[config.mk]
export PLATFORM = sky130hd
export DESIGN_NAME = cyclic_subgroup_stepper_core_flat
export DESIGN_NICKNAME = d
export VERILOG_FILES = /design/src/hdl/css_pkg.sv /design/src/hdl/css_chan_if.sv /design/src/hdl/css_modmul.sv /design/src/hdl/css_gcd.sv /design/src/hdl/cyclic_subgroup_stepper_core.sv /design/src/flat_wrapper.sv
export SDC_FILE = /design/constraint.sdc
export NUM_CORES = 1
export LEC_CHECK = 0
export ABC_CLOCK_PERIOD_IN_PS = 10400
export BUFFER_PORTS_ARGS = -buffer_cell sky130_fd_sc_hd__buf_2
export CORE_ASPECT_RATIO = 1.25
export CORE_UTILIZATION = 41
export CTS_CLUSTER_SIZE = 40
export DETAILED_ROUTE_END_ITERATION = 6
export PLACE_DENSITY_LB_ADDON = 0.2
export SLEW_MARGIN = 20
export SYNTH_ARGS = -nofsm -noshare
export SYNTH_HDL_FRONTEND = slang
export SYNTH_SLANG_ARGS = --single-unit
[constraint.sdc]
create_clock -name i_clk -period 10.4 [get_ports i_clk]
set_input_delay 2.08 -clock i_clk [delete_from_list [all_inputs] [get_ports i_clk]]
set_output_delay 2.08 -clock i_clk [all_outputs]
set_load 0.02 [all_outputs]
[src/hdl/css_pkg.sv]
// Package for the cyclic subgroup stepper: word width, codes and shared types.
// Used by every module of the block and by the testbench.
`default_nettype none

package css_pkg;

    localparam int WORD_BITS = 16;
    localparam int CFG_IDX_BITS = 1;

    localparam logic [CFG_IDX_BITS-1:0] CFG_MODULUS = 1'd0;
    localparam logic [CFG_IDX_BITS-1:0] CFG_MODE    = 1'd1;

    localparam logic MODE_ADD = 1'b0;
    localparam logic MODE_MUL = 1'b1;

    localparam logic [WORD_BITS-1:0] SUM_IDENTITY            = '0;
    localparam logic [WORD_BITS-1:0] MULTIPLICATIVE_IDENTITY = WORD_BITS'(1);
    localparam logic [WORD_BITS-1:0] MIN_MODULUS             = WORD_BITS'(2);

    typedef struct packed {
        logic                 start_req;
        logic [WORD_BITS-1:0] generator;
    } t_in_item;

    typedef struct packed {
        logic [WORD_BITS-1:0] element;
        logic                 last;
        logic                 generator_ok;
    } t_out_item;

    typedef struct packed {
        logic                 start;
        logic                 add;
        logic [WORD_BITS-1:0] a;
        logic [WORD_BITS-1:0] b;
        logic [WORD_BITS-1:0] n;
    } t_mm_req;

    typedef struct packed {
        logic                 done;
        logic [WORD_BITS-1:0] result;
    } t_mm_rsp;

    typedef struct packed {
        logic                 start;
        logic [WORD_BITS-1:0] a;
        logic [WORD_BITS-1:0] b;
    } t_gcd_req;

    typedef struct packed {
        logic done;
        logic coprime;
    } t_gcd_rsp;

endpackage

`default_nettype wire

[src/hdl/css_chan_if.sv]
// Valid/ready channel carrying one item of a payload type.
// Depends on nothing; the payload type is given at instantiation.
`default_nettype none

interface css_chan_if #(
    parameter type t_payload = logic
);
    logic     valid;
    logic     ready;
    t_payload payload;

    modport source (output valid, output payload, input ready);
    modport sink   (input valid, input payload, output ready);
endinterface

`default_nettype wire

[src/hdl/css_modmul.sv]
// Bit-serial modular multiplier, MSB first, with a modular add that is done in the cycle after its request.
// Depends on css_pkg for the word width and the request and response types.
`default_nettype none

module css_modmul (
    input  wire logic            i_clk,
    input  wire logic            i_rst_n,
    input  wire css_pkg::t_mm_req i_req,
    output css_pkg::t_mm_rsp      o_rsp
);
    localparam int W        = css_pkg::WORD_BITS;
    localparam int CNT_BITS = $clog2(W + 1);

    logic [W-1:0]        r_acc;
    logic [W-1:0]        r_sa;
    logic [W-1:0]        r_b;
    logic [W-1:0]        r_n;
    logic [CNT_BITS-1:0] r_cnt;
    logic                r_busy;
    logic                r_done;

    logic [W:0] w_dbl;
    logic [W:0] w_dbl_red;
    logic [W:0] w_sum;
    logic [W:0] w_sum_red;
    logic [W:0] w_add;
    logic [W:0] w_add_red;

    always_comb begin
        w_dbl     = {r_acc, 1'b0};
        w_dbl_red = (w_dbl >= {1'b0, r_n}) ? w_dbl - {1'b0, r_n} : w_dbl;
        w_sum     = w_dbl_red + (r_sa[W-1] ? {1'b0, r_b} : '0);
        w_sum_red = (w_sum >= {1'b0, r_n}) ? w_sum - {1'b0, r_n} : w_sum;
        w_add     = {1'b0, i_req.a} + {1'b0, i_req.b};
        w_add_red = (w_add >= {1'b0, i_req.n}) ? w_add - {1'b0, i_req.n} : w_add;
    end

    always_ff @(posedge i_clk) begin
        if (!i_rst_n) begin
            r_busy <= 1'b0;
            r_done <= 1'b0;
            r_cnt  <= '0;
        end else begin
            r_done <= 1'b0;
            if (i_req.start) begin
                r_b <= i_req.b;
                r_n <= i_req.n;
                if (i_req.add) begin
                    r_acc  <= w_add_red[W-1:0];
                    r_done <= 1'b1;
                end else begin
                    r_acc  <= '0;
                    r_sa   <= i_req.a;
                    r_cnt  <= CNT_BITS'(W);
                    r_busy <= 1'b1;
                end
            end else if (r_busy) begin
                r_acc <= w_sum_red[W-1:0];
                r_sa  <= {r_sa[W-2:0], 1'b0};
                r_cnt <= r_cnt - CNT_BITS'(1);
                if (r_cnt == CNT_BITS'(1)) begin
                    r_busy <= 1'b0;
                    r_done <= 1'b1;
                end
            end
        end
    end

    assign o_rsp.done   = r_done;
    assign o_rsp.result = r_acc;

    a_done_ends_run: assert property (@(posedge i_clk) disable iff (!i_rst_n)
        r_busy && r_cnt == CNT_BITS'(1) && !i_req.start |=> r_done && !r_busy)
        else $error("multiplier did not finish after its last bit");
    a_result_reduced: assert property (@(posedge i_clk) disable iff (!i_rst_n)
        r_done && !$past(i_req.add) |-> r_acc < r_n)
        else $error("multiplier result not reduced below the modulus");
    a_count_bounded: assert property (@(posedge i_clk) disable iff (!i_rst_n)
        r_busy |-> r_cnt != '0)
        else $error("multiplier busy with an empty bit count");

endmodule

`default_nettype wire

[src/hdl/css_gcd.sv]
// Coprimality test by the binary GCD method, one subtract or shift per cycle.
// Depends on css_pkg for the word width and the request and response types.
`default_nettype none

module css_gcd (
    input  wire logic             i_clk,
    input  wire logic             i_rst_n,
    input  wire css_pkg::t_gcd_req i_req,
    output css_pkg::t_gcd_rsp      o_rsp
);
    localparam int W = css_pkg::WORD_BITS;

    logic [W-1:0] r_a;
    logic [W-1:0] r_b;
    logic         r_busy;
    logic         r_done;
    logic         r_coprime;

    always_ff @(posedge i_clk) begin
        if (!i_rst_n) begin
            r_busy    <= 1'b0;
            r_done    <= 1'b0;
            r_coprime <= 1'b0;
        end else begin
            r_done <= 1'b0;
            if (i_req.start) begin
                r_a    <= i_req.a;
                r_b    <= i_req.b;
                r_busy <= 1'b1;
            end else if (r_busy) begin
                priority if (r_a == '0 || r_b == '0) begin
                    r_coprime <= ((r_a | r_b) == W'(1));
                    r_done    <= 1'b1;
                    r_busy    <= 1'b0;
                end else if (!r_a[0] && !r_b[0]) begin
                    r_coprime <= 1'b0;
                    r_done    <= 1'b1;
                    r_busy    <= 1'b0;
                end else if (!r_a[0]) begin
                    r_a <= r_a >> 1;
                end else if (!r_b[0]) begin
                    r_b <= r_b >> 1;
                end else if (r_a >= r_b) begin
                    r_a <= (r_a - r_b) >> 1;
                end else begin
                    r_b <= (r_b - r_a) >> 1;
                end
            end
        end
    end

    assign o_rsp.done    = r_done;
    assign o_rsp.coprime = r_coprime;

    a_done_after_busy: assert property (@(posedge i_clk) disable iff (!i_rst_n)
        r_done |-> $past(r_busy) && !r_busy)
        else $error("GCD finished without having run");
    a_odd_operand: assert property (@(posedge i_clk) disable iff (!i_rst_n)
        r_busy && !$past(i_req.start) && $past(r_busy) && r_a != '0 && r_b != '0
            |-> r_a[0] || r_b[0] || $past(!r_a[0] && !r_b[0]))
        else $error("GCD lost the odd operand");
    a_coprime_one: assert property (@(posedge i_clk) disable iff (!i_rst_n)
        r_busy && r_a == W'(1) && r_b == '0 && !i_req.start |=> r_done && r_coprime)
        else $error("GCD of one not reported as coprime");

endmodule

`default_nettype wire

[src/hdl/cyclic_subgroup_stepper_core.sv]
// Cyclic subgroup stepper: one element of the subgroup of Z_n per item.
// Depends on css_pkg, css_chan_if, css_modmul and css_gcd.
// The block takes one item at a time; input ready is high only while it waits
// for an item, and a result waits in the output register without holding up
// the next item. In multiplicative mode an advance item runs from acceptance
// through S_STEP_GO, two passes through the bit-serial modular multiplier in
// S_STEP and S_NEXT, and S_OUT back to S_IDLE. In additive mode both steps are
// modular additions done by the same unit. After the modulus has been changed,
// a held generator that is not below it is first reduced by one multiplier
// pass, and in additive mode so is such a current element. A start item is
// reduced by one multiplier pass; in multiplicative mode the binary GCD unit
// then checks that it is coprime to the modulus.
`default_nettype none

module cyclic_subgroup_stepper_core (
    input  wire logic                               i_clk,
    input  wire logic                               i_rst_n,
    css_chan_if.sink                                i_item,
    css_chan_if.source                              o_result,
    input  wire logic                               i_cfg_we,
    input  wire logic [css_pkg::CFG_IDX_BITS-1:0]   i_cfg_idx,
    input  wire logic [css_pkg::WORD_BITS-1:0]      i_cfg_data
);
    localparam int W = css_pkg::WORD_BITS;

    typedef enum logic [3:0] {
        S_IDLE,
        S_GEN_RED,
        S_GCD,
        S_FIN,
        S_G_RED,
        S_STEP_GO,
        S_CUR_RED,
        S_STEP,
        S_NEXT,
        S_OUT
    } t_state;

    t_state             r_state;
    logic [W-1:0]       r_modulus;
    logic               r_mode_cfg;
    logic [W-1:0]       r_n;
    logic               r_mode;
    logic [W-1:0]       r_cur;
    logic [W-1:0]       r_held_g;
    logic [W-1:0]       r_gm;
    logic               r_running;
    css_pkg::t_out_item r_res;
    css_pkg::t_out_item r_out;
    logic               r_out_valid;
    css_pkg::t_mm_req   r_mm_req;
    css_pkg::t_gcd_req  r_gcd_req;

    css_pkg::t_mm_rsp   w_mm_rsp;
    css_pkg::t_gcd_rsp  w_gcd_rsp;
    css_pkg::t_in_item  w_in;
    logic [W-1:0]       w_n;
    logic [W-1:0]       w_id_cfg;
    logic [W-1:0]       w_id;
    logic               w_in_acc;
    logic               w_out_free;

    assign w_in       = i_item.payload;
    assign w_in_acc   = i_item.valid && i_item.ready;
    assign w_out_free = !r_out_valid || o_result.ready;
    assign w_n        = (r_modulus < css_pkg::MIN_MODULUS) ? css_pkg::MIN_MODULUS : r_modulus;
    assign w_id_cfg   = (r_mode_cfg == css_pkg::MODE_MUL) ?
                        css_pkg::MULTIPLICATIVE_IDENTITY : css_pkg::SUM_IDENTITY;
    assign w_id       = (r_mode == css_pkg::MODE_MUL) ?
                        css_pkg::MULTIPLICATIVE_IDENTITY : css_pkg::SUM_IDENTITY;

    always_ff @(posedge i_clk) begin
        if (!i_rst_n) begin
            r_modulus  <= css_pkg::MIN_MODULUS;
            r_mode_cfg <= css_pkg::MODE_ADD;
        end else if (i_cfg_we) begin
            unique case (i_cfg_idx)
                css_pkg::CFG_MODULUS: r_modulus  <= i_cfg_data;
                css_pkg::CFG_MODE:    r_mode_cfg <= i_cfg_data[0];
                default:              r_mode_cfg <= r_mode_cfg;
            endcase
        end
    end

    always_ff @(posedge i_clk) begin
        if (!i_rst_n) begin
            r_state         <= S_IDLE;
            r_running       <= 1'b0;
            r_cur           <= '0;
            r_held_g        <= '0;
            r_out_valid     <= 1'b0;
            r_mm_req.start  <= 1'b0;
            r_gcd_req.start <= 1'b0;
        end else begin
            r_mm_req.start  <= 1'b0;
            r_gcd_req.start <= 1'b0;
            if (r_out_valid && o_result.ready) begin
                r_out_valid <= 1'b0;
            end
            unique case (r_state)
                S_IDLE: begin
                    if (w_in_acc) begin
                        r_n    <= w_n;
                        r_mode <= r_mode_cfg;
                        if (w_in.start_req) begin
                            r_mm_req <= '{start: 1'b1, add: 1'b0, a: w_in.generator,
                                          b: css_pkg::MULTIPLICATIVE_IDENTITY, n: w_n};
                            r_state  <= S_GEN_RED;
                        end else if (r_running) begin
                            if (r_held_g >= w_n) begin
                                r_mm_req <= '{start: 1'b1, add: 1'b0, a: r_held_g,
                                              b: css_pkg::MULTIPLICATIVE_IDENTITY, n: w_n};
                                r_state  <= S_G_RED;
                            end else begin
                                r_gm    <= r_held_g;
                                r_state <= S_STEP_GO;
                            end
                        end else begin
                            r_res   <= '{element: w_id_cfg, last: 1'b1, generator_ok: 1'b0};
                            r_state <= S_OUT;
                        end
                    end
                end
                S_GEN_RED: begin
                    if (w_mm_rsp.done) begin
                        r_gm <= w_mm_rsp.result;
                        if (r_mode == css_pkg::MODE_MUL) begin
                            r_gcd_req <= '{start: 1'b1, a: r_n, b: w_mm_rsp.result};
                            r_state   <= S_GCD;
                        end else begin
                            r_state <= S_FIN;
                        end
                    end
                end
                S_GCD: begin
                    if (w_gcd_rsp.done) begin
                        if (w_gcd_rsp.coprime) begin
                            r_state <= S_FIN;
                        end else begin
                            r_res     <= '{element: w_id, last: 1'b1, generator_ok: 1'b0};
                            r_running <= 1'b0;
                            r_state   <= S_OUT;
                        end
                    end
                end
                S_FIN: begin
                    r_held_g <= r_gm;
                    r_cur    <= w_id;
                    r_res    <= '{element: w_id, last: (r_gm == w_id), generator_ok: 1'b1};
                    r_running <= (r_gm != w_id);
                    r_state  <= S_OUT;
                end
                S_G_RED: begin
                    if (w_mm_rsp.done) begin
                        r_gm    <= w_mm_rsp.result;
                        r_state <= S_STEP_GO;
                    end
                end
                S_STEP_GO: begin
                    if (r_mode == css_pkg::MODE_MUL) begin
                        r_mm_req <= '{start: 1'b1, add: 1'b0, a: r_cur, b: r_gm, n: r_n};
                        r_state  <= S_STEP;
                    end else if (r_cur >= r_n) begin
                        r_mm_req <= '{start: 1'b1, add: 1'b0, a: r_cur,
                                      b: css_pkg::MULTIPLICATIVE_IDENTITY, n: r_n};
                        r_state  <= S_CUR_RED;
                    end else begin
                        r_mm_req <= '{start: 1'b1, add: 1'b1, a: r_cur, b: r_gm, n: r_n};
                        r_state  <= S_STEP;
                    end
                end
                S_CUR_RED: begin
                    if (w_mm_rsp.done) begin
                        r_mm_req <= '{start: 1'b1, add: 1'b1, a: w_mm_rsp.result,
                                      b: r_gm, n: r_n};
                        r_state  <= S_STEP;
                    end
                end
                S_STEP: begin
                    if (w_mm_rsp.done) begin
                        r_cur    <= w_mm_rsp.result;
                        r_mm_req <= '{start: 1'b1, add: (r_mode == css_pkg::MODE_ADD),
                                      a: w_mm_rsp.result, b: r_gm, n: r_n};
                        r_state  <= S_NEXT;
                    end
                end
                S_NEXT: begin
                    if (w_mm_rsp.done) begin
                        r_res <= '{element: r_cur, last: (w_mm_rsp.result == w_id),
                                   generator_ok: 1'b1};
                        if (w_mm_rsp.result == w_id) begin
                            r_running <= 1'b0;
                        end
                        r_state <= S_OUT;
                    end
                end
                S_OUT: begin
                    if (w_out_free) begin
                        r_out       <= r_res;
                        r_out_valid <= 1'b1;
                        r_state     <= S_IDLE;
                    end
                end
                default: r_state <= S_IDLE;
            endcase
        end
    end

    css_modmul u_modmul (
        .i_clk   (i_clk),
        .i_rst_n (i_rst_n),
        .i_req   (r_mm_req),
        .o_rsp   (w_mm_rsp)
    );

    css_gcd u_gcd (
        .i_clk   (i_clk),
        .i_rst_n (i_rst_n),
        .i_req   (r_gcd_req),
        .o_rsp   (w_gcd_rsp)
    );

    assign i_item.ready     = (r_state == S_IDLE);
    assign o_result.valid   = r_out_valid;
    assign o_result.payload = r_out;

    a_busy_after_accept: assert property (@(posedge i_clk) disable iff (!i_rst_n)
        w_in_acc |=> !i_item.ready)
        else $error("item taken while the previous one is still in work");
    a_mm_done_expected: assert property (@(posedge i_clk) disable iff (!i_rst_n)
        w_mm_rsp.done |-> r_state == S_GEN_RED || r_state == S_G_RED ||
                          r_state == S_CUR_RED || r_state == S_STEP || r_state == S_NEXT)
        else $error("multiplier result arrived with nobody waiting");
    a_gcd_done_expected: assert property (@(posedge i_clk) disable iff (!i_rst_n)
        w_gcd_rsp.done |-> r_state == S_GCD)
        else $error("GCD result arrived with nobody waiting");
    a_out_load_free: assert property (@(posedge i_clk) disable iff (!i_rst_n)
        r_state == S_OUT && r_out_valid && !o_result.ready |=> r_state == S_OUT)
        else $error("result left for a full output register");

endmodule

`default_nettype wire

[src/flat_wrapper.sv]
// flat-port wrapper written by rule: the top's interface ports become plain ports
module cyclic_subgroup_stepper_core_flat 
  (i_clk, i_rst_n, i_cfg_we, i_cfg_idx, i_cfg_data, i_item_valid, i_item_payload, i_item_ready, o_result_valid, o_result_payload, o_result_ready);
  css_chan_if #(.t_payload(css_pkg::t_in_item)) i_item_i ();
  css_chan_if #(.t_payload(css_pkg::t_out_item)) o_result_i ();
  input  wire logic i_clk;
  input  wire logic i_rst_n;
  input  wire logic i_cfg_we;
  input  wire logic [css_pkg::CFG_IDX_BITS-1:0] i_cfg_idx;
  input  wire logic [css_pkg::WORD_BITS-1:0] i_cfg_data;
  input wire logic [$bits(i_item_i.valid)-1:0] i_item_valid;
  input wire logic [$bits(i_item_i.payload)-1:0] i_item_payload;
  output wire logic [$bits(i_item_i.ready)-1:0] i_item_ready;
  output wire logic [$bits(o_result_i.valid)-1:0] o_result_valid;
  output wire logic [$bits(o_result_i.payload)-1:0] o_result_payload;
  input wire logic [$bits(o_result_i.ready)-1:0] o_result_ready;
  assign i_item_i.valid = i_item_valid;
  assign i_item_i.payload = i_item_payload;
  assign i_item_ready = i_item_i.ready;
  assign o_result_valid = o_result_i.valid;
  assign o_result_payload = o_result_i.payload;
  assign o_result_i.ready = o_result_ready;
  cyclic_subgroup_stepper_core u_core (.i_clk(i_clk), .i_rst_n(i_rst_n), .i_item(i_item_i), .o_result(o_result_i), .i_cfg_we(i_cfg_we), .i_cfg_idx(i_cfg_idx), .i_cfg_data(i_cfg_data));
endmodule
# Word level (Yosys, flattened, before mapping)
# Index checks and enable logic that the tools add are counted.
# W data, S select, Z words.
[classes]
addsub = 8
magnitude_cmp = 7
n_eq_ne = 37
mux = 94
n_bitwise = 6
n_reduce_logical = 43
[op_table]
columns = ["cell", "n"]
rows = [
  ["$mux W16", 29],
  ["$mux W50", 7],
  ["$pmux W50 S4", 1],
  ["$mux W18", 6],
  ["$pmux W18 S4", 1],
  ["$pmux W16 S2", 2],
  ["$sub A16 B16 Y16", 4],
  ["$ge A17 B16 Y1", 3],
  ["$mux W49", 1],
  ["$ge A16 B16 Y1", 3],
  ["$mux W4", 12],
  ["$pmux W4 S10", 1],
  ["$mux W33", 1],
  ["$eq A16 B16 Y1", 2],
  ["$logic_not A16 Y1", 2],
  ["$mux W1", 28],
  ["$ne A2 B2 Y1 const B", 13],
  ["$add A16 B16 Y17", 1],
  ["$add A17 B16 Y17", 1],
  ["$mux W17", 1],
  ["$sub A17 B16 Y17", 1],
  ["$eq A16 B1 Y1 const B", 1],
  ["$eq A4 B3 Y1 const B", 4],
  ["$lt A16 B2 Y1 const B", 1],
  ["other kinds (30)", 69],
]
[totals]
ff_bits = 313
in_bits = 39
wordCells = 233

# Depth between registers and ports, before layout
# Gate-level depths: netlist (run 1).
[depth]
ltp_word = 8
ltp_mapped = 31
mapped_depth_nobuf = 28

# By module
# From an unflattened synthesis (run 1), not the netlist that was laid out.
[unflattened]
hier_cells = 1963
area_unflattened_um2 = 19508.7
[by_module_without_submodules]
columns = ["module", "instances", "cells_per_inst", "area_each_um2", "seq_area_each_um2"]
rows = [
  ["cyclic_subgroup_stepper_core", 1, 794, 9071.2, 5645.4],
  ["css_modmul", 1, 752, 6845.3, 2062.0],
  ["css_gcd", 1, 417, 3592.2, 1021.0],
]

# Least setup slack after synthesis (run 1)
# No wires, ideal clock.
[synth_path]
kind = "input to register"
from = "input port i_rst_n"
to = "register u_core.r_mm_req[0] in the netlist's numbering (enable)"
arrival_ps = 7817
required_ps = 9806
slack_ps = 1989
path_stages = 5
n_path_buf = 2
path_cell_list = "clkbuf_1 -> inv_1 -> clkbuf_1 -> nor2_1 -> nor4b_1"
[synth_via]
elab_chain_len = 1
[synth_lines]
columns = ["element", "line_no", "rtl"]
rows = [
  ["from (decl)", "flat_wrapper.sv:7", "input wire logic i_rst_n;"],
  ["$reduce_and A7 Y1 (no source line)", "-", ""],
  ["to (signal assigned)", "cyclic_subgroup_stepper_core.sv:106", "r_mm_req <= '{start: 1'b1, add: 1'b0, a: w_in.generator,"],
  ["to (signal assigned)", "cyclic_subgroup_stepper_core.sv:111", "r_mm_req <= '{start: 1'b1, add: 1'b0, a: r_held_g,"],
  ["to (signal assigned)", "cyclic_subgroup_stepper_core.sv:161", "r_mm_req <= '{start: 1'b1, add: 1'b0, a: r_cur, b: r_gm, n: r_n};"],
  ["to (decl)", "cyclic_subgroup_stepper_core.sv:51", "css_pkg::t_mm_req r_mm_req;"],
]
# No other way between the ends.
# A chain may end at the register's enable or synchronous reset.

# Worst setup path in the final report (run 1)
[layout_path]
from = "register u_core.u_modmul.r_acc[10]"
to = "register u_core.u_modmul.r_acc[3], data pin"
[layout_via]
elab_chain_len = 7
elab_cells_between_ends = 9
cone_classes = "3 x add/sub; 2 x order compare; 4 x mux"
[layout_lines]
columns = ["element", "line_no", "rtl"]
rows = [
  ["from (decl)", "css_modmul.sv:14", "logic [W-1:0] r_acc;"],
  ["from (signal assigned)", "css_modmul.sv:49", "r_acc <= w_add_red[W-1:0];"],
  ["from (signal assigned)", "css_modmul.sv:58", "r_acc <= w_sum_red[W-1:0];"],
  ["$sub A17 B16 Y17 / $ge A17 B16 Y1 (equally long branches)", "css_modmul.sv:31", "w_dbl_red = (w_dbl >= {1'b0, r_n}) ? w_dbl - {1'b0, r_n} : w_dbl;"],
  ["$mux W17 (*)", "css_modmul.sv:31", ""],
  ["$add A17 B16 Y17 (*)", "css_modmul.sv:32", "w_sum = w_dbl_red + (r_sa[W-1] ? {1'b0, r_b} : '0);"],
  ["$ge A17 B16 Y1 / $sub A16 B16 Y16 (equally long branches)", "css_modmul.sv:33", "w_sum_red = (w_sum >= {1'b0, r_n}) ? w_sum - {1'b0, r_n} : w_sum;"],
  ["$mux W16 (*)", "css_modmul.sv:33", ""],
  ["$mux W16 (*)", "css_modmul.sv:57", "end else if (r_busy) begin"],
  ["$mux W16 (*)", "css_modmul.sv:45", "if (i_req.start) begin"],
]
# Mark *: on every way between the ends. The rest lies on a longest branch, timed or not. The select of a mux whose other input is x is not followed.

==> summary.md, run 1 <==
| Metric | Value |
|---|---|
| Number of cell rows | `89` |
| Antenna Cells | `0` |
| Int Pwr | `4460 uW` |
| Share of cells above drive strength 1 | `10.4%` |
| R2r startpoint | `u_core.u_modmul.r_acc[10]` |
| Core Region | `47200 um2` |
| Mapped Area | `19700 um2` |
| Fin crit period | `7.51 ns` |
| Finish-stage setup viols | `0` |
| Finished layout cell area | `21600 um2` |
| Root buffer cell | `clkbuf_16` |
| Hold Path Cell Cnt | `0` |
| Post-Route M1 WL | `24600 um` |
| Drt pass-1 iters | `7` |
| Fmax | `133 MHz` |
| DR iter-0 viols | `1287` |
| RSZ-0062 raised after global routing | `no` |
| Most common cell in the synthesized netlist | `edfxtp_1` |
| Synthesized Nets | `2194` |
| Ranking of synthesized cells by area | `edfxtp_1 (38%), ha_1 (10%), dfxtp_1 (6.8%), a21oi_1 (3.7%), nand2_1 (3.4%)` |
| Critical Path AT | `7.86 ns` |
| Crit-path max FO | `22` |
| Largest net degree at the start of global routing | `66` |
| DIE AREA | `48800 um2` |
| IO buf count | `58` |
| CTS H-tree depth | `1` |
| Max-cap viol count | `0` |
| Slowest Stage Delay on Critical Path | `0.79 ns` |
| I/O Pins | `59` |
| Synth area leader | `edfxtp_1` |
| Initial Utilization | `41.6%` |
| Top_reg_cell synth | `edfxtp_1` |
| Synth cell types | `95` |
| Startpoint types | `flop` |
| Max VDD drop | `225 uV` |
| ANT nets after route | `0` |
| Reg area | `8730 um2` |
| Post-Place Cells | `2602` |
| Crit path max-delay cell type | `a31oi_2` |
| Worst endpoint required time | `10.75 ns` |
| Hold Crit Class | `flop to flop` |
| Final Hold Vio Count | `0` |
| Leak | `0.00845 uW` |
| Post-CTS setup buffer count | `0` |
| Initial antenna violation count | `0` |
| Reg2reg setup slack | `2.89 ns` |
| Max Used Layer | `met4` |
| Combinational Power Share | `61.6%` |
| Worst-Margin Slew | `1.02 ns` |
| Fin. max-slew vios | `0` |
| Die Wd | `198 um` |
| Top delay family on crit path | `compound AO/OA/AOI/OAI gates` |
| Critical Path Start | `u_core.u_modmul.r_acc[10]` |
| Global route total overflow | `0` |
| R2r endpoint | `u_core.u_modmul.r_acc[3]` |
| Final #Nets | `2207` |
| Flop pwr share | `23.9%` |
| Period utilization | `72.2%` |
| Remaining DRCs | `31` |
| Post-synthesis sequential area ratio | `44.4%` |
| Most numerous cell on the critical path | `nor2_1` |
| EDFF count, synth | `246` |
| Synth top area share | `37.6%` |
| Via density | `5.80` |
| CP Capture Type | `flop` |
| Status | `finished, violations left` |
| Vias in the first global route | `15000` |
| Hold path start | `u_core.r_res[2]` |
| Power Density | `388 nW/um2` |
| Post-CTS sizing | `0` |
| Synthesis-to-layout area growth | `9.98%` |
| Gr usage total | `24.9%` |
| Crit path kind | `flop to flop` |
| Skew final | `0.0128 ns` |
| Commonest cells in the netlist | `edfxtp_1 (246), nand2_1 (179), inv_1 (168), ha_1 (163), a21oi_1 (145)` |
| Clk pwr share | `14.5%` |
| Area occupied by multi-input gates | `9940 um2` |
| Setup TNS Final | `0 ns` |
| First-pass GRT wire length | `91100 um` |
| Placed Area | `20500 um2` |
| Detail Placement HPWL | `46800 um` |
| Routability cong. | `0.949` |
| Fillers | `4485` |
| CTS tree | `yes` |
| Syn avg cell area | `9.90 um2` |
| Drt wl/cell | `22.9 um` |
| Power, Total | `8390 uW` |
| Violated checks | `DRC` |
| Die Y | `247 um` |
| Cells after Synth | `1985` |
| Synth warnings | `0` |
| Vias | `15400` |
| Hold buffers post-CTS | `0` |
| Yosys reg bits | `313` |
| P_sw | `3930 uW` |
| Hold Path End | `u_core.o_result.payload[2]` |
| Layout Cells excl Fill | `2660` |
| Clock transition at path regs | `0.07 ns` |
| Worst-case clock buffer depth | `3` |
| Clk sinks | `313` |
| R2R depth | `25` |
| Met3 WL | `3200 um` |
| Net Sw Frac | `46.8%` |
| Fraction of registers with async set or reset after synthesis | `0%` |
| Clock Latency Late Sink | `0.60 ns` |
| Buf/Inv on CP | `1` |
| CTS Buf Count | `31` |
| Normalized max-slew margin | `31.7%` |
| Total wire length | `60900 um` |
| Met2 WL | `29900 um` |
-- layout by cell type, fill, tap and decap left out, types with 22 or more instances in the layout --
cell	count
nand4_1	31
and2_1	40
xnor2_1	62
o21ai_0	86
ha_1	163
mux2_2	34
nor2_1	124
buf_2	58
inv_1	167
nand2_1	179
a21oi_1	145
nand3_1	48
dfxtp_1	66
clkbuf_16	34
nor3_1	36
a21o_1	39
and3_1	30
nand2b_1	22
nor4_1	27
edfxtp_1	246
-- logic make-up (layout without fill, tap and decap cells) --
logic type / after synthesis / after routing / synth area share [%]
adder cells (fa/ha/maj): 170 / 170 / 11.1
multiplexers: 47 / 47 / 2.61
XOR/XNOR: 84 / 84 / 3.88
flip-flops: 313 / 313 / 44.4
AND/OR/NAND/NOR: 596 / 596 / 14.8
buffers and inverters: 263 / 301 / 5.22
AO/OA/AOI/OAI: 512 / 512 / 18.0
-- per-layer routing --
layer	GRT usage (%)	vias to the layer above
met4	12.5	0
met3	2.21	136
li1	-	7300
met5	0	-
met2	43.5	548
met1	30.7	7447
-- power by group through the flow --
stage	registers, uW	clock network [uW]	logic [uW]
floorplan	1880	0	3850
global placement	2020	0	5020
detailed placement	2030	0	5050
CTS	2000	1240	5090
global route	2020	1280	5600
finish	2010	1210	5170
-- area by class of cell --
class / instances / area share [%]
Multi-Input combinational cell: 1409 / 46.0
Inverter: 169 / 2.93
Clock inverter: 19 / 0.955
Sequential cell: 313 / 40.4
Timing Repair Buffer: 74 / 1.90
Clock buffer: 39 / 4.16
Tap cell: 637 / 3.69
-- flip-flops by register name (all words and copies together), names as in the netlist, 4 cells and up --
signal and flops:
u_core.o_result.payload 18, u_core.r_cur 16, u_core.r_gcd_req 33, u_core.r_gm 16
u_core.r_held_g 16, u_core.r_mm_req 50, u_core.r_modulus 16, u_core.r_n 16
u_core.r_res 18, u_core.r_state 4, u_core.u_gcd.r_a 16, u_core.u_gcd.r_b 16
u_core.u_modmul.r_acc 16, u_core.u_modmul.r_b 16, u_core.u_modmul.r_cnt 5, u_core.u_modmul.r_n 16
u_core.u_modmul.r_sa 16
-- through the flow --
| stage | setup slack [ns] | hold WS, ns | util (%) |
|---|---|---|---|
| finish | 2.89 | 0.418 | 45.8 |
| global placement | 3.08 | 0.402 | 43.4 |
| global route | 2.34 | 0.433 | 45.8 |
| CTS | 3.00 | 0.423 | 45.8 |
| floorplan | 1.99 | 0.400 | - |
| detailed placement | 3.01 | 0.405 | 43.4 |
-- worst max path at each step --
stage                               end  slack (ns)  cells past startpoint
6_report       u_core.u_modmul.r_acc[3]        2.89                     25
5_1_grt        u_core.u_modmul.r_acc[3]        2.34                     25
4_1_cts        u_core.u_modmul.r_acc[3]        3.00                     25
3_5_place_dp   u_core.u_modmul.r_acc[3]        3.01                     25
3_3_place_gp   u_core.u_modmul.r_acc[3]        3.08                     25
2_1_floorplan        u_core.r_mm_req[0]        1.99                      5
Power figures use the tool's default switching activity.
==> inputs of run 2 (changes only) <==
--- a/config.mk
+++ b/config.mk
@@ -5,7 +5,7 @@
 export SDC_FILE = /design/constraint.sdc
 export NUM_CORES = 1
 export LEC_CHECK = 0
-export ABC_CLOCK_PERIOD_IN_PS = 10400
+export ABC_CLOCK_PERIOD_IN_PS = 7700
 export BUFFER_PORTS_ARGS = -buffer_cell sky130_fd_sc_hd__buf_2
 export CORE_ASPECT_RATIO = 1.25
 export CORE_UTILIZATION = 41
==> constraint.sdc (replaced) <==
create_clock -name i_clk -period 7.7 [get_ports i_clk]
set_input_delay 1.54 -clock i_clk [delete_from_list [all_inputs] [get_ports i_clk]]
set_output_delay 1.54 -clock i_clk [all_outputs]
set_load 0.02 [all_outputs]
==> summary.md, run 2 (synthesis results as in run 1) <==
| Metric | Value |
|---|---|
| Antenna Cells | `0` |
| Total wire length | `61000 um` |
| RSZ-0062 raised after global routing | `no` |
| Worst endpoint required time | `8.03 ns` |
| Final Hold Vio Count | `0` |
| Clock Latency Late Sink | `0.59 ns` |
| Commonest cells after routing, fill and taps aside | `edfxtp_1 (246), nand2_1 (179), inv_1 (167)` |
| Share of cells above drive strength 1 | `10.2%` |
| Clk sinks | `313` |
| Top reg by flops | `u_core.r_mm_req` |
| Clk pwr share | `13.8%` |
| Status | `finished, final reports clean` |
| Routability cong. | `0.968` |
| Skew final | `0.0162 ns` |
| Initial antenna violation count | `0` |
| Largest net degree at the start of global routing | `66` |
| Post-CTS setup buffer count | `0` |
| Critical Path AT | `7.16 ns` |
| Pre-CTS WS | `0.982 ns` |
| Worst-Margin Slew | `1.02 ns` |
| PnR worst setup slack | `0.871 ns` |
| Fin. max-slew vios | `0` |
| Detail Placement HPWL | `46600 um` |
| Fillers | `4516` |
| Vias | `15400` |
| Leak | `0.00845 uW` |
| First-pass GRT wire length | `91800 um` |
| Fin crit period | `6.83 ns` |
| Biggest regs | `u_core.r_mm_req: 50 flops, u_core.r_gcd_req: 33 flops` |
| R2r startpoint | `u_core.u_modmul.r_acc[10]` |
| P_sw | `5200 uW` |
| Power, Total | `11200 uW` |
| Area occupied by multi-input gates | `9950 um2` |
| DIE AREA | `48800 um2` |
| Number of cell rows | `89` |
| Synthesis-to-layout area growth | `9.64%` |
| Core Region | `47200 um2` |
| Die Wd | `198 um` |
| Max VDD drop | `390 uV` |
| Int Pwr | `5970 uW` |
| CP Capture Type | `flop` |
| Max-cap viol count | `0` |
| Worst-case clock buffer depth | `3` |
| Final #Nets | `2208` |
| Post-CTS sizing | `0` |
| Hold buffers post-CTS | `0` |
| Crit path kind | `flop to flop` |
| Fmax | `146 MHz` |
| Hold path start | `u_core.r_res[16]` |
| Finish-stage setup viols | `0` |
| Net Sw Frac | `46.5%` |
| Remaining DRCs | `0` |
| Critical Path Start | `u_core.u_modmul.r_acc[10]` |
| DR iter-0 viols | `1101` |
| Root buffer cell | `clkbuf_16` |
| Via density | `5.77` |
| Most common cell after layout, fill and taps aside | `edfxtp_1` |
| CTS Buf Count | `31` |
| Clock transition at path regs | `0.07 ns` |
| Setup TNS Final | `0 ns` |
| Hold Crit Class | `flop to flop` |
| Drt pass-1 iters | `6` |
| Combinational Power Share | `62.0%` |
| CTS tree | `yes` |
| ANT nets after route | `0` |
| Period utilization | `88.7%` |
| Reg area | `8730 um2` |
| Drt wl/cell | `22.9 um` |
| Gr usage total | `25.0%` |
| Flop pwr share | `24.1%` |
| Power Density | `519 nW/um2` |
| IO buf count | `58` |
| CTS H-tree depth | `1` |
| Startpoint types | `flop` |
| Global route total overflow | `0` |
| Initial Utilization | `41.6%` |
| Normalized max-slew margin | `31.7%` |
| Max reg flops | `50` |
| I/O Pins | `59` |
| Crit-path max FO | `12` |
| Die Y | `247 um` |
| Vias in the first global route | `15000` |
-- run 2: metrics by stage --
step	util (%)	hold slack (ns)	instances	cell area, um2
2_1_floorplan	-	0.400	1985	19700
3_3_place_gp	43.5	0.403	2603	20500
3_5_place_dp	43.5	0.405	2603	20500
4_1_cts	45.6	0.417	2661	21500
5_1_grt	45.6	0.421	2661	21500
6_report	45.6	0.413	2661	21500
-- run 2: power groups by stage --
stage	sequential (uW)	combinational (uW)	clock, uW
5_1_grt	2720	7560	1630
3_3_place_gp	2720	6750	0
6_report	2700	6930	1550
3_5_place_dp	2730	6770	0
4_1_cts	2690	6840	1570
2_1_floorplan	2530	5210	0
-- run 2: worst paths after layout --
kind,slack (ns),to,depth (start not counted)
setup reg to reg,0.87,u_core.u_modmul.r_acc[10],25
setup / recovery,0.87,u_core.u_modmul.r_acc[10],25
hold / removal,0.41,u_core.o_result.payload[16],0
hold reg to reg,0.41,u_core.o_result.payload[16],0
-- run 2: metal layers --
layer / part of all wire, % / global-route usage, % / routed length [um] / vias up
met5: 0 / 0 / 0 / -
met4: 6.3 / 14.5 / 3860 / 0
met3: 4.8 / 2.18 / 2950 / 153
met2: 47 / 41.8 / 28900 / 550
met1: 41 / 31.7 / 25300 / 7354
li1: - / - / - / 7302
-- run 2: layout make-up --
cell class / instances / area share [%]
sequential: 313 / 40.5
timing repair buffer: 75 / 1.94
multi-input combinational: 1409 / 46.2
tap: 637 / 3.70
clock buffer: 44 / 4.10
inverter: 169 / 2.94
clock inverter: 14 / 0.621
-- run 2: worst max-delay path, stage by stage, from the launching register on --
cell      delay, ns
edfxtp_1       0.55
ha_1           0.42
and3_1         0.22
a221oi_2       0.36
nor2_1         0.10
a21oi_2        0.15
a21oi_2        0.09
nor2_1         0.28
mux2_2         0.40
ha_1           0.30
a211oi_1       0.35
o21ai_0        0.20
a21oi_1        0.32
o211ai_1       0.22
a31o_2         0.27
a21oi_1        0.17
xnor2_1        0.18
ha_1           0.35
a21oi_1        0.16
nor2_1         0.06
nor2_1         0.17
o311ai_1       0.17
a31oi_2        0.37
buf_4          0.28
a211oi_1       0.10
a311o_1        0.35
==> inputs of run 3 (changes only) <==
--- a/config.mk
+++ b/config.mk
@@ -8,6 +8,7 @@
 export ABC_CLOCK_PERIOD_IN_PS = 7700
 export BUFFER_PORTS_ARGS = -buffer_cell sky130_fd_sc_hd__buf_2
 export CORE_ASPECT_RATIO = 1.25
+export CORE_MARGIN = 10
 export CORE_UTILIZATION = 41
 export CTS_CLUSTER_SIZE = 40
 export DETAILED_ROUTE_END_ITERATION = 6
==> summary.md, run 3 (synthesis results as in run 1) <==
| Metric | Value |
|---|---|
| Status | `finished, final reports clean` |
| Most common cell after layout, fill and taps aside | `edfxtp_1` |
| Final Hold Vio Count | `0` |
| First-pass GRT wire length | `92300 um` |
| Final #Nets | `2214` |
| Crit path kind | `flop to flop` |
| CTS tree | `yes` |
| DIE AREA | `57100 um2` |
| Hold Crit Class | `flop to flop` |
| Share of cells above drive strength 1 | `10.7%` |
| Clk sinks | `313` |
| Worst-Margin Slew | `0.988 ns` |
| Core Region | `47300 um2` |
| R2r startpoint | `u_core.u_modmul.r_acc[10]` |
| Post-Place Cells | `2606` |
| Synthesis-to-layout area growth | `10.7%` |
| Hold path start | `u_core.r_res[2]` |
| Commonest cells after routing, fill and taps aside | `edfxtp_1 (246), nand2_1 (179), inv_1 (167)` |
| Clock Latency Late Sink | `0.54 ns` |
| Biggest regs | `u_core.r_mm_req: 50 flops, u_core.r_gcd_req: 33 flops` |
| Detail Placement HPWL | `47700 um` |
| Fin. max-slew vios | `0` |
| CTS H-tree depth | `2` |
| Max-cap viol count | `0` |
| Worst endpoint required time | `7.97 ns` |
| R2r endpoint | `u_core.u_modmul.r_acc[10]` |
| Setup TNS Final | `0 ns` |
| Initial Utilization | `41.5%` |
| CP Capture Type | `flop` |
| Max VDD drop | `299 uV` |
| Reg2reg setup slack | `0.63 ns` |
| IO buf count | `58` |
| Drt pass-1 iters | `6` |
| Via density | `5.79` |
| Skew final | `0.0218 ns` |
| Finish-stage setup viols | `0` |
| Leak | `0.00855 uW` |
| Number of cell rows | `89` |
| Initial antenna violation count | `0` |
| Routability cong. | `0.924` |
| Total wire length | `61400 um` |
| Largest net degree at the start of global routing | `66` |
| ANT nets after route | `0` |
| Remaining DRCs | `0` |
| CTS Buf Count | `34` |
| Period utilization | `91.9%` |
| Critical Path AT | `7.34 ns` |
| Root buffer cell | `clkbuf_16` |
| Vias | `15500` |
| Startpoint types | `flop` |
| Gr usage total | `20.7%` |
| Die Wd | `216 um` |
| RSZ-0062 raised after global routing | `no` |
| Top Usage Layer GRT | `met2` |
| Layout Cells excl Fill | `2668` |
| Hold Path Cell Cnt | `0` |
| R2R depth | `24` |
| Antenna Cells | `0` |
| Worst-case clock buffer depth | `3` |
| Drt wl/cell | `23.0 um` |
| I/O Pins | `59` |
| Power, Total | `11500 uW` |
| DR iter-0 viols | `1079` |
| Fmax | `141 MHz` |
| Met3 Resource Use GR | `2.20%` |
| Vias in the first global route | `15100` |
| Die Y | `265 um` |
| Hold buffers post-CTS | `0` |
| Clock transition at path regs | `0.06 ns` |
| Fillers | `4466` |
| Hold Path End | `u_core.o_result.payload[2]` |
| Crit-path max FO | `12` |
| Top reg by flops | `u_core.r_mm_req` |
| Global route total overflow | `0` |
| M2 GR Usage | `37.2%` |
| Normalized max-slew margin | `34.2%` |
| Power Density | `528 nW/um2` |
| Fin crit period | `7.07 ns` |
| Max reg flops | `50` |
| Global-route met1 utilization | `24.7%` |
-- run 3: cell type report --
| type | instances | area [um2] | area share [%] |
|---|---|---|---|
| Multi-Input combinational cell | 1409 | 9960 | 45.8 |
| Sequential cell | 313 | 8730 | 40.1 |
| Inverter | 169 | 634 | 2.91 |
| Clock inverter | 21 | 260 | 1.20 |
| Tap cell | 637 | 797 | 3.66 |
| Timing Repair Buffer | 78 | 440 | 2.02 |
| Clock buffer | 41 | 938 | 4.31 |
-- run 3: per-layer routing --
metal	vias to the layer above	wire, um
li1	7301	-
met1	7556	24800
met5	-	0
met2	483	31200
met4	0	2500
met3	112	2870
-- run 3: per-stage QoR --
step | setup slack, ns | cell area [um2] | util [%] | hold WS (ns)
final | 0.627 | 21800 | 46.0 | 0.422
after global routing | 0.140 | 21800 | 46.0 | 0.437
after CTS | 0.488 | 21700 | 46.0 | 0.426
after detailed placement | 0.538 | 20600 | 43.4 | 0.410
after global placement | 0.564 | 20500 | 43.4 | 0.401
after floorplan | 1.82 | 19700 | - | 0.400
-- run 3: worst max-delay path, stage by stage (launching register included) --
cell and delay [ns]:
edfxtp_1 0.53, ha_1 0.42, and3_1 0.21, a221oi_2 0.34
nor2_1 0.09, a21oi_2 0.15, a21oi_2 0.09, nor2_1 0.53
mux2_2 0.43, ha_1 0.30, a211oi_1 0.34, o21ai_0 0.20
a21oi_1 0.30, o211ai_1 0.24, a31o_2 0.29, a21oi_1 0.17
xnor2_1 0.18, ha_1 0.34, a21oi_1 0.15, nor2_1 0.05
nor2_1 0.21, o311ai_1 0.23, a31oi_4 0.47, a211oi_1 0.17
a311o_1 0.37
-- run 3: worst max-delay path by stage --
stage                              start  slack, ns                        end
2_1_floorplan  u_core.u_modmul.r_acc[12]       1.82  u_core.u_modmul.r_acc[10]
3_3_place_gp    u_core.u_modmul.r_acc[8]       0.56  u_core.u_modmul.r_acc[10]
3_5_place_dp    u_core.u_modmul.r_acc[8]       0.54  u_core.u_modmul.r_acc[10]
4_1_cts         u_core.u_modmul.r_acc[8]       0.49  u_core.u_modmul.r_acc[10]
5_1_grt        u_core.u_modmul.r_acc[10]       0.14   u_core.u_modmul.r_acc[2]
6_report       u_core.u_modmul.r_acc[10]       0.63  u_core.u_modmul.r_acc[10]
-- run 3: where the power goes --
part	switching (uW)	internal, uW
registers	356	2350
logic	4240	2800
clock network	703	1050
total	5290	6200
-- run 3: repair_timing --
item / in CTS / in global routing
gates resized for setup: 0 / 1
setup buffers: 0 / 0
setup endpoints to repair: 0 / 4
